### src/design/cq_pkg.sv
// Shared types and constants for the circular word queue.
// Used by cq_ctrl, cq_out_buf and circular_queue; no dependencies.
`default_nettype none

package cq_pkg;

   // Fixed field widths.
   localparam int WORD_W   = 32;
   localparam int ACTION_W = 2;
   localparam int STATUS_W = 2;
   localparam int CAP_W    = 7;

   // Default number of slots.
   localparam int DEPTH_DEF = 64;

   // Request actions.
   localparam logic [ACTION_W-1:0] ACT_ENQ  = 2'd0;
   localparam logic [ACTION_W-1:0] ACT_DEQ  = 2'd1;
   localparam logic [ACTION_W-1:0] ACT_DISP = 2'd2;

   // Response status codes.
   localparam logic [STATUS_W-1:0] STAT_OK        = 2'd0;
   localparam logic [STATUS_W-1:0] STAT_OVERFLOW  = 2'd1;
   localparam logic [STATUS_W-1:0] STAT_UNDERFLOW = 2'd2;
   localparam logic [STATUS_W-1:0] STAT_EMPTY     = 2'd3;

   // One response beat.
   typedef struct packed {
      logic [STATUS_W-1:0] status;
      logic [WORD_W-1:0]   word;
      logic                last;
   } rsp_beat_type;

   // Occupancy of the response buffer as seen by the controller.
   typedef struct packed {
      logic [1:0] cnt;
      logic       pop;
   } buf_status_type;

endpackage

`default_nettype wire

### src/design/circular_queue.sv
// Top level of the circular word queue: controller, slot RAM and response
// buffer. Depends on cq_pkg, cq_ctrl, cq_ram and cq_out_buf.
//
//   Channel   Direction  Handshake              Beat contents
//   req_*     in         req_tvalid/req_tready  tuser: action, tdata: push value
//   rsp_*     out        rsp_tvalid/rsp_tready  tuser: status, tdata: word, tlast
//   csr_*     in         csr_wr_en              capacity (empties the queue)
//
// Enqueue, dequeue and the error cases run at one request per cycle while
// responses drain. A display of N words streams one word per cycle from the
// slot RAM read port while responses drain, occupying the controller until
// the last is issued. Responses pass the result stage, then the out buffer.
// On a stalled response channel req_tready drops once the result stage and the
// two-entry response buffer hold two beats between them; the buffer then fills.
// Reset empties the queue and sets the capacity to DEPTH.
`default_nettype none

module circular_queue #(
   parameter int DEPTH = cq_pkg::DEPTH_DEF
) (
   input  wire logic                          clock,
   input  wire logic                          reset,
   input  wire logic                          csr_wr_en,
   input  wire logic [cq_pkg::CAP_W-1:0]      csr_wr_data,
   input  wire logic                          req_tvalid,
   output logic                               req_tready,
   input  wire logic [cq_pkg::WORD_W-1:0]     req_tdata,  // [31:0] push_value
   input  wire logic [cq_pkg::ACTION_W-1:0]   req_tuser,  // [1:0] action
   output logic                               rsp_tvalid,
   input  wire logic                          rsp_tready,
   output logic [cq_pkg::WORD_W-1:0]          rsp_tdata,  // [31:0] data_word
   output logic [cq_pkg::STATUS_W-1:0]        rsp_tuser,  // [1:0] status
   output logic                               rsp_tlast
);

   localparam int AW = $clog2(DEPTH);

   logic                          ram_wr_en;
   logic [AW-1:0]                 ram_wr_addr;
   logic [cq_pkg::WORD_W-1:0]     ram_wr_data;
   logic                          ram_rd_en;
   logic [AW-1:0]                 ram_rd_addr;
   logic [cq_pkg::WORD_W-1:0]     ram_rd_data;
   cq_pkg::buf_status_type        buf_status;
   logic                          push;
   cq_pkg::rsp_beat_type          push_beat;
   cq_pkg::rsp_beat_type          out_beat;

   // Pointer and sequencing logic.
   cq_ctrl #(
      .DEPTH(DEPTH)
   ) u_ctrl (
      .clock       (clock),
      .reset       (reset),
      .csr_wr_en   (csr_wr_en),
      .csr_wr_data (csr_wr_data),
      .req_valid   (req_tvalid),
      .req_ready   (req_tready),
      .req_action  (req_tuser),
      .req_value   (req_tdata),
      .ram_wr_en   (ram_wr_en),
      .ram_wr_addr (ram_wr_addr),
      .ram_wr_data (ram_wr_data),
      .ram_rd_en   (ram_rd_en),
      .ram_rd_addr (ram_rd_addr),
      .ram_rd_data (ram_rd_data),
      .buf_status  (buf_status),
      .push        (push),
      .push_beat   (push_beat)
   );

   // Slot storage.
   cq_ram #(
      .WIDTH(cq_pkg::WORD_W),
      .DEPTH(DEPTH)
   ) u_slot_ram (
      .clock   (clock),
      .wr_en   (ram_wr_en),
      .wr_addr (ram_wr_addr),
      .wr_data (ram_wr_data),
      .rd_en   (ram_rd_en),
      .rd_addr (ram_rd_addr),
      .rd_data (ram_rd_data)
   );

   // Response buffer.
   cq_out_buf u_out_buf (
      .clock     (clock),
      .reset     (reset),
      .push      (push),
      .push_beat (push_beat),
      .out_ready (rsp_tready),
      .out_valid (rsp_tvalid),
      .out_beat  (out_beat),
      .status    (buf_status)
   );

   assign rsp_tdata = out_beat.word;
   assign rsp_tuser = out_beat.status;
   assign rsp_tlast = out_beat.last;

endmodule

`default_nettype wire

### src/design/cq_ram.sv
// Generic single-port-write, single-port-read RAM with a registered read.
// No dependencies.
`default_nettype none

module cq_ram #(
   parameter int WIDTH = 32,
   parameter int DEPTH = 64
) (
   input  wire logic                     clock,
   input  wire logic                     wr_en,
   input  wire logic [$clog2(DEPTH)-1:0] wr_addr,
   input  wire logic [WIDTH-1:0]         wr_data,
   input  wire logic                     rd_en,
   input  wire logic [$clog2(DEPTH)-1:0] rd_addr,
   output logic      [WIDTH-1:0]         rd_data
);

   logic [WIDTH-1:0] mem_ff [DEPTH];
   logic [WIDTH-1:0] rd_data_ff;

   // Write port and registered read port.
   always_ff @(posedge clock) begin
      if (wr_en) begin
         mem_ff[wr_addr] <= wr_data;
      end
      if (rd_en) begin
         rd_data_ff <= mem_ff[rd_addr];
      end
   end

   assign rd_data = rd_data_ff;

endmodule

`default_nettype wire

### src/design/cq_out_buf.sv
// Two-entry response buffer that decouples the controller from the stall
// of the response channel. Depends on cq_pkg.
`default_nettype none

module cq_out_buf (
   input  wire logic                  clock,
   input  wire logic                  reset,
   input  wire logic                  push,
   input  wire cq_pkg::rsp_beat_type  push_beat,
   input  wire logic                  out_ready,
   output logic                       out_valid,
   output cq_pkg::rsp_beat_type       out_beat,
   output cq_pkg::buf_status_type     status
);

   cq_pkg::rsp_beat_type ent_ff [2];
   logic       rd_ptr_ff, rd_ptr_in;
   logic       wr_ptr_ff, wr_ptr_in;
   logic [1:0] cnt_ff, cnt_in;
   logic       pop;

   assign out_valid = (cnt_ff != 2'd0);
   assign out_beat  = ent_ff[rd_ptr_ff];
   assign pop       = out_valid && out_ready;

   // The controller only pushes when a slot is free after this cycle's pop.
   always_comb begin
      rd_ptr_in = rd_ptr_ff ^ pop;
      wr_ptr_in = wr_ptr_ff ^ push;
      cnt_in    = cnt_ff + {1'b0, push} - {1'b0, pop};
   end

   always_ff @(posedge clock) begin
      if (reset) begin
         rd_ptr_ff <= 1'b0;
         wr_ptr_ff <= 1'b0;
         cnt_ff    <= 2'd0;
      end else begin
         rd_ptr_ff <= rd_ptr_in;
         wr_ptr_ff <= wr_ptr_in;
         cnt_ff    <= cnt_in;
      end
   end

   // Entry storage needs no reset.
   always_ff @(posedge clock) begin
      if (push) begin
         ent_ff[wr_ptr_ff] <= push_beat;
      end
   end

   assign status.cnt = cnt_ff;
   assign status.pop = pop;

endmodule

`default_nettype wire

### src/design/cq_ctrl.sv
// Queue controller: pointers, occupancy, capacity, display sequencer and
// the result stage that merges RAM read data. Depends on cq_pkg.
`default_nettype none

module cq_ctrl #(
   parameter int DEPTH = cq_pkg::DEPTH_DEF
) (
   input  wire logic                          clock,
   input  wire logic                          reset,
   input  wire logic                          csr_wr_en,
   input  wire logic [cq_pkg::CAP_W-1:0]      csr_wr_data,
   input  wire logic                          req_valid,
   output logic                               req_ready,
   input  wire logic [cq_pkg::ACTION_W-1:0]   req_action,
   input  wire logic [cq_pkg::WORD_W-1:0]     req_value,
   output logic                               ram_wr_en,
   output logic [$clog2(DEPTH)-1:0]           ram_wr_addr,
   output logic [cq_pkg::WORD_W-1:0]          ram_wr_data,
   output logic                               ram_rd_en,
   output logic [$clog2(DEPTH)-1:0]           ram_rd_addr,
   input  wire logic [cq_pkg::WORD_W-1:0]     ram_rd_data,
   input  wire cq_pkg::buf_status_type        buf_status,
   output logic                               push,
   output cq_pkg::rsp_beat_type               push_beat
);

   localparam int AW = $clog2(DEPTH);
   localparam int CW = $clog2(DEPTH + 1);
   localparam int XW = (AW + 1 > CW) ? AW + 1 : CW;

   localparam logic ST_IDLE = 1'b0;
   localparam logic ST_DISP = 1'b1;

   logic                          state_ff, state_in;
   logic [AW-1:0]                 head_ff, head_in;
   logic [AW-1:0]                 tail_ff, tail_in;
   logic [CW-1:0]                 occ_ff, occ_in;
   logic [CW-1:0]                 cap_ff, cap_in;
   logic [AW-1:0]                 disp_idx_ff, disp_idx_in;
   logic [CW-1:0]                 disp_left_ff, disp_left_in;
   logic                          stage_valid_ff, stage_valid_in;
   logic                          stage_ram_ff, stage_ram_in;
   logic                          stage_last_ff, stage_last_in;
   logic [cq_pkg::STATUS_W-1:0]   stage_status_ff, stage_status_in;
   logic [cq_pkg::WORD_W-1:0]     stage_word_ff, stage_word_in;
   logic [2:0]                    used;
   logic                          can_issue;
   logic                          accept;

   // Increment and wrap at the effective capacity.
   function automatic logic [AW-1:0] wrap_next(input logic [AW-1:0] idx,
                                               input logic [CW-1:0] cap);
      logic [AW:0] n;
      begin
         n = {1'b0, idx} + {{AW{1'b0}}, 1'b1};
         if (XW'(n) >= XW'(cap)) begin
            wrap_next = '0;
         end else begin
            wrap_next = n[AW-1:0];
         end
      end
   endfunction

   // A new stage entry may start when the buffer will still have room for it.
   always_comb begin
      used      = {1'b0, buf_status.cnt} + {2'b00, stage_valid_ff};
      can_issue = (used < 3'd2) || ((used == 3'd2) && buf_status.pop);
   end

   assign req_ready = (state_ff == ST_IDLE) && can_issue;
   assign accept    = req_valid && req_ready;

   // Request decoding, pointer updates and display sequencing.
   always_comb begin
      state_in        = state_ff;
      head_in         = head_ff;
      tail_in         = tail_ff;
      occ_in          = occ_ff;
      cap_in          = cap_ff;
      disp_idx_in     = disp_idx_ff;
      disp_left_in    = disp_left_ff;
      stage_valid_in  = 1'b0;
      stage_ram_in    = 1'b0;
      stage_last_in   = 1'b1;
      stage_status_in = cq_pkg::STAT_OK;
      stage_word_in   = '0;
      ram_wr_en       = 1'b0;
      ram_wr_addr     = tail_ff;
      ram_wr_data     = req_value;
      ram_rd_en       = 1'b0;
      ram_rd_addr     = head_ff;

      unique case (state_ff)
         ST_IDLE: begin
            if (accept) begin
               unique case (req_action)
                  cq_pkg::ACT_ENQ: begin
                     stage_valid_in = 1'b1;
                     if (occ_ff >= cap_ff) begin
                        stage_status_in = cq_pkg::STAT_OVERFLOW;
                     end else begin
                        ram_wr_en     = 1'b1;
                        tail_in       = wrap_next(tail_ff, cap_ff);
                        occ_in        = occ_ff + CW'(1);
                        stage_word_in = req_value;
                     end
                  end
                  cq_pkg::ACT_DEQ: begin
                     stage_valid_in = 1'b1;
                     if (occ_ff == '0) begin
                        stage_status_in = cq_pkg::STAT_UNDERFLOW;
                     end else begin
                        ram_rd_en    = 1'b1;
                        stage_ram_in = 1'b1;
                        head_in      = wrap_next(head_ff, cap_ff);
                        occ_in       = occ_ff - CW'(1);
                     end
                  end
                  cq_pkg::ACT_DISP: begin
                     stage_valid_in = 1'b1;
                     if (occ_ff == '0) begin
                        stage_status_in = cq_pkg::STAT_EMPTY;
                     end else begin
                        ram_rd_en     = 1'b1;
                        stage_ram_in  = 1'b1;
                        stage_last_in = (occ_ff == CW'(1));
                        disp_idx_in   = wrap_next(head_ff, cap_ff);
                        disp_left_in  = occ_ff - CW'(1);
                        if (occ_ff != CW'(1)) begin
                           state_in = ST_DISP;
                        end
                     end
                  end
                  default: begin
                     // Unused action code: no result, no change.
                  end
               endcase
            end
         end
         ST_DISP: begin
            if (can_issue) begin
               ram_rd_en      = 1'b1;
               ram_rd_addr    = disp_idx_ff;
               stage_valid_in = 1'b1;
               stage_ram_in   = 1'b1;
               stage_last_in  = (disp_left_ff == CW'(1));
               disp_idx_in    = wrap_next(disp_idx_ff, cap_ff);
               disp_left_in   = disp_left_ff - CW'(1);
               if (disp_left_ff == CW'(1)) begin
                  state_in = ST_IDLE;
               end
            end
         end
         default: begin
            state_in = ST_IDLE;
         end
      endcase

      // A capacity write clamps the value and empties the queue.
      if (csr_wr_en) begin
         if (csr_wr_data == '0) begin
            cap_in = CW'(1);
         end else if (csr_wr_data > cq_pkg::CAP_W'(DEPTH)) begin
            cap_in = CW'(DEPTH);
         end else begin
            cap_in = CW'(csr_wr_data);
         end
         head_in = '0;
         tail_in = '0;
         occ_in  = '0;
      end
   end

   always_ff @(posedge clock) begin
      if (reset) begin
         state_ff       <= ST_IDLE;
         head_ff        <= '0;
         tail_ff        <= '0;
         occ_ff         <= '0;
         cap_ff         <= CW'(DEPTH);
         disp_idx_ff    <= '0;
         disp_left_ff   <= '0;
         stage_valid_ff <= 1'b0;
      end else begin
         state_ff       <= state_in;
         head_ff        <= head_in;
         tail_ff        <= tail_in;
         occ_ff         <= occ_in;
         cap_ff         <= cap_in;
         disp_idx_ff    <= disp_idx_in;
         disp_left_ff   <= disp_left_in;
         stage_valid_ff <= stage_valid_in;
      end
   end

   // Stage payload needs no reset.
   always_ff @(posedge clock) begin
      stage_ram_ff    <= stage_ram_in;
      stage_last_ff   <= stage_last_in;
      stage_status_ff <= stage_status_in;
      stage_word_ff   <= stage_word_in;
   end

   // The stage lines up with the RAM read data in the cycle after issue.
   assign push             = stage_valid_ff;
   assign push_beat.status = stage_status_ff;
   assign push_beat.word   = stage_ram_ff ? ram_rd_data : stage_word_ff;
   assign push_beat.last   = stage_last_ff;

endmodule

`default_nettype wire

### config.mk
export PLATFORM = sky130hd
export DESIGN_NAME = circular_queue
export DESIGN_NICKNAME = d
export VERILOG_FILES = /design/src/design/cq_pkg.sv /design/src/design/circular_queue.sv /design/src/design/cq_ram.sv /design/src/design/cq_out_buf.sv /design/src/design/cq_ctrl.sv
export SDC_FILE = /design/constraint.sdc
export NUM_CORES = 2
export LEC_CHECK = 0
export ABC_AREA = 1
export BUFFER_PORTS_ARGS = -buffer_cell sky130_fd_sc_hd__buf_2
export CAP_MARGIN = 20
export CORE_MARGIN = 4
export CORE_UTILIZATION = 40
export CTS_CLUSTER_SIZE = 30
export DETAILED_ROUTE_END_ITERATION = 7
export GPL_ROUTABILITY_DRIVEN = 0
export GPL_TIMING_DRIVEN = 1
export HOLD_SLACK_MARGIN = 0.12
export PLACE_DENSITY_LB_ADDON = 0.25
export SYNTH_ARGS = -nofsm -noshare
export SYNTH_HDL_FRONTEND = slang
export SYNTH_SLANG_ARGS = --single-unit
### constraint.sdc
create_clock -name clock -period 6.4 [get_ports clock]
set_input_delay 0.64 -clock clock [delete_from_list [all_inputs] [get_ports clock]]
set_output_delay 0.64 -clock clock [all_outputs]
set_load 0.005 [all_outputs]
==> summary.txt <==
Cells and area
  • Final design utilization: 45.2%
  • Area delta synth->final: 12.6%
  • Fraction of final layout cells with drive strength greater than 1: 7.36%
  • Final-layout fill cell count: 22400
  • Count of nets after finishing: 9623

Logic synthesis
  • Fraction of registers with async set/reset: 0%
  • YS warnings: 0
  • Mapped Area: 97600 um2
  • Sequential area share after synthesis: 67.8%
  • Number of distinct library cells after synthesis: 43
  • Post-Syn Instances: 9501
  • Synth Flop Type: edfxtp_1
  • Mapped Avg Cell Area: 10.3 um2
  • Register bit count reported by yosys: 2231
  • Syn_nets: 9594
  • Count of flip-flops with a built-in enable after synthesis: 2150

CTS
  • Count of clock tree sinks: 2231
  • Hold buffer count at CTS: 15
  • Number of gates given a new drive strength after cts: 0
  • Clock-pin transition on the worst setup and hold timing paths: 60 ps
  • Cts bufs inserted: 228
  • Clock network latency to the later pin of the worst-skew pair: 890 ps
  • Max H-tree Level: 4
  • TritonCTS clock tree: yes
  • Clock tree buffer depth: 3
  • Clock root cell: clkbuf_16
  • Number of post-CTS setup repair buffers: 0

STA
  • Setup TNS after final layout: 0 ps
  • Transition at the pin with the smallest max-transition slack: 1290 ps
  • Setup-failing EPs final: 0
  • Relative slew margins: 14.2%
  • Pins Over Slew Limit: 0
  • Tcrit/Tclk final: 80.5%
  • Layout Skew: 43.2 ps
  • Maximum clock frequency: 0.194 GHz
  • Final hold violation count: 0
  • Post-layout minimum cycle time: 5150 ps
  • RSZ-0062 raised after global routing: false

Routing
  • Iter 0 DRT Violations: 7589
  • Number of detailed-routing iterations run before antenna repair: 7
  • Antenna Violating Nets Remaining: 0
  • Via count normalized by instance count: 5.22
  • Post-detailed-route DRC marker count: 0
  • Number of vias after detailed routing: 67500
  • Wire per inst: 23.1 um
  • Wire length after detailed routing: 298 mm

Pwr
  • Clock network power share: 41.0%
  • Internal Pwr Total: 24.2 mW
  • Final Total Pwr: 31.9 mW
  • Lkg Pwr: 45.9 nW
  • IR Drop Worst-Case VDD: 305 uV
  • Portion of total power attributed to sequential cells: 50.9%
  • Switching power: 7.74 mW
  • Power Dens Cells: 291 nW/um2
  • Combinational share of power: 8.1%
  • Net switching share of the total power: 24.2%

Placement
  • Port buffer count: 82
  • Detailed placement HPWL: 164 mm

Critical path
  • Kind of capture point of the worst setup path: flip-flop
  • Crit path DAT: 5710 ps
  • Kind of start point of the critical path: flip-flop
  • Req. time, crit path: 6960 ps
  • Peak fanout along the critical path: 22
  • Worst setup path category: reg -> reg

Floorplanning
  • Die height: 502 um
  • Initial core utilization: 40.1%
  • Die width: 502 um
  • Area inside the core boundary: 243000 um2
  • Boundary pin count: 83
  • Die area: 252000 um2
  • Count of standard-cell rows: 181

GRT
  • Vias in the first global route: 64900
  • Overall fraction of global-route tracks in use: 23.3%
  • Largest net degree at the start of global routing: 122
  • Wire length of the first global-routing pass: 437 mm
  • GR Overflow Total: 0
  • Initial antenna violation count: 13

Outcome
  • Status: complete, no violations

Hold path
  • Class of the tightest hold or removal check: in -> reg

Run
  • Number of violations of the max-capacitance limit: 0
-- critical path, cell delays in order (launching register included) --
cell     delay (ps)
dfxtp_1         400
ha_1            200
inv_1            50
ha_1            280
nand2_1          70
nor2_1          140
nand2_2          90
nand2_4         120
inv_1           100
nor2_2          160
nand2_1         170
inv_1           110
nand2_1         100
nor2_4          250
inv_2            70
nor2_2          150
nand3_1         790
nor2_4         1130
buf_4           360
-- power by group through the flow --
stage               Combinational, mW  Sequential [mW]  Clock, mW
finish                           2.59             16.2       13.1
global placement                 2.54             16.5          0
CTS                              2.57             16.2       13.3
detailed placement               2.56             16.5          0
global route                     2.79             16.2       13.9
floorplan                        1.29             16.5          0
-- worst paths after layout --
| path | start | endpoint | slack (ps) | cells past startpoint |
|---|---|---|---|---|
| worst max-delay path | u_ctrl.push | u_slot_ram.mem_ff[1][9] | 1250 | 18 |
| worst min-delay path | csr_wr_en | u_ctrl.cap_ff[6] | 200 | 4 |
| worst max register to register | u_ctrl.push | u_slot_ram.mem_ff[1][9] | 1250 | 18 |
| worst min register to register | u_ctrl.stage_status_ff[0] | u_out_buf.ent_ff[0][33] | 430 | 0 |
-- cells by family after synthesis --
group | after synthesis | share of synthesized area [%]
AOI/OAI and AO/OA | 113 | 0.649
xor gates and xnor gates | 20 | 0.180
adders and majority gates | 47 | 0.603
buffers and inverters | 2537 | 10.0
DFF | 2231 | 67.8
muxes | 32 | 0.369
and+or+nand+nor | 4521 | 20.3
-- synth_stat cells (2+ instances only) --
cell,count,area (um2)
o21ai_0,39,195
nor2_1,127,477
nand4_1,12,75.1
ha_1,47,588
nor3b_1,2,15.0
o211ai_1,5,37.5
xnor2_1,2,17.5
nand2_4,2,22.5
buf_1,72,270
nand3b_1,2,15.0
or2_2,2,12.5
buf_4,4,30.0
inv_2,2,7.51
nand2_2,5,31.3
nand2_1,2165,8130
o22ai_1,3,18.8
nor2_4,2,22.5
nor3_1,24,120
buf_2,198,991
clkinv_1,4,15.0
a31oi_1,6,37.5
inv_1,2036,7640
dfxtp_1,81,1620
nor2_2,3,18.8
o21ai_1,2,10.0
mux2_2,32,360
nand3_1,2172,10900
edfxtp_1,2150,64600
xor2_1,18,158
a21oi_1,44,220
a221oi_1,2,17.5
a211oi_1,5,37.5
clkbuf_1,221,830
-- metal layers --
metal	share of wire, %	routed length (um)	GRT usage, %
met1	41	123000	31.5
met2	47	140000	38.1
met3	8.1	24000	3.72
met4	3.6	10700	8.53
met5	0.0081	24	0
-- registers in the layout, indices dropped and copies added (netlist names), 7 cells and up --
| register | cells |
|---|---|
| u_slot_ram.mem_ff | 2048 |
| u_out_buf.ent_ff | 70 |
| u_ctrl.stage_word_ff | 32 |
| u_slot_ram.rd_data | 32 |
| u_ctrl.cap_ff | 7 |
| u_ctrl.disp_left_ff | 7 |
| u_ctrl.occ_ff | 7 |
-- area by class of cell --
type / instances / area, um2 / share of cell area (%)
diodes: 2 / 5.00 / 0.00456
clock buffers: 300 / 6050 / 5.51
clock inverters: 118 / 1200 / 1.09
inverters: 2042 / 7680 / 6.99
multi-input cells: 4733 / 22200 / 20.2
flip-flops and latches: 2231 / 66200 / 60.3
well taps: 3202 / 4010 / 3.65
repair buffers: 294 / 2500 / 2.28
-- cells in the final DEF, fill, tap and decap left out, drive strengths merged, types with 5 or more instances in the layout --
cell and instances:
a211oi 5, a21oi 45, a31oi 6, buf 279, bufinv 18, clkbuf 300
clkinv 87, clkinvlp 7, dfxtp 81, dlygate4sd3 15, edfxtp 2150, ha 47
inv 2048, mux2 32, nand2 2172, nand3 2173, nand4 12, nor2 132
nor3 25, o211ai 5, o21ai 42, xor2 18
-- stage by stage --
step	std cells	setup WS, ps	cell area [um2]	hold slack, ps
after floorplan	9501	1740	97600	404
after global placement	12500	1160	102000	410
after detailed placement	12500	1290	102000	415
after CTS	12900	1250	110000	123
after global routing	12900	999	110000	175
final	12900	1250	110000	197
Power figures use the tool's default switching activity.
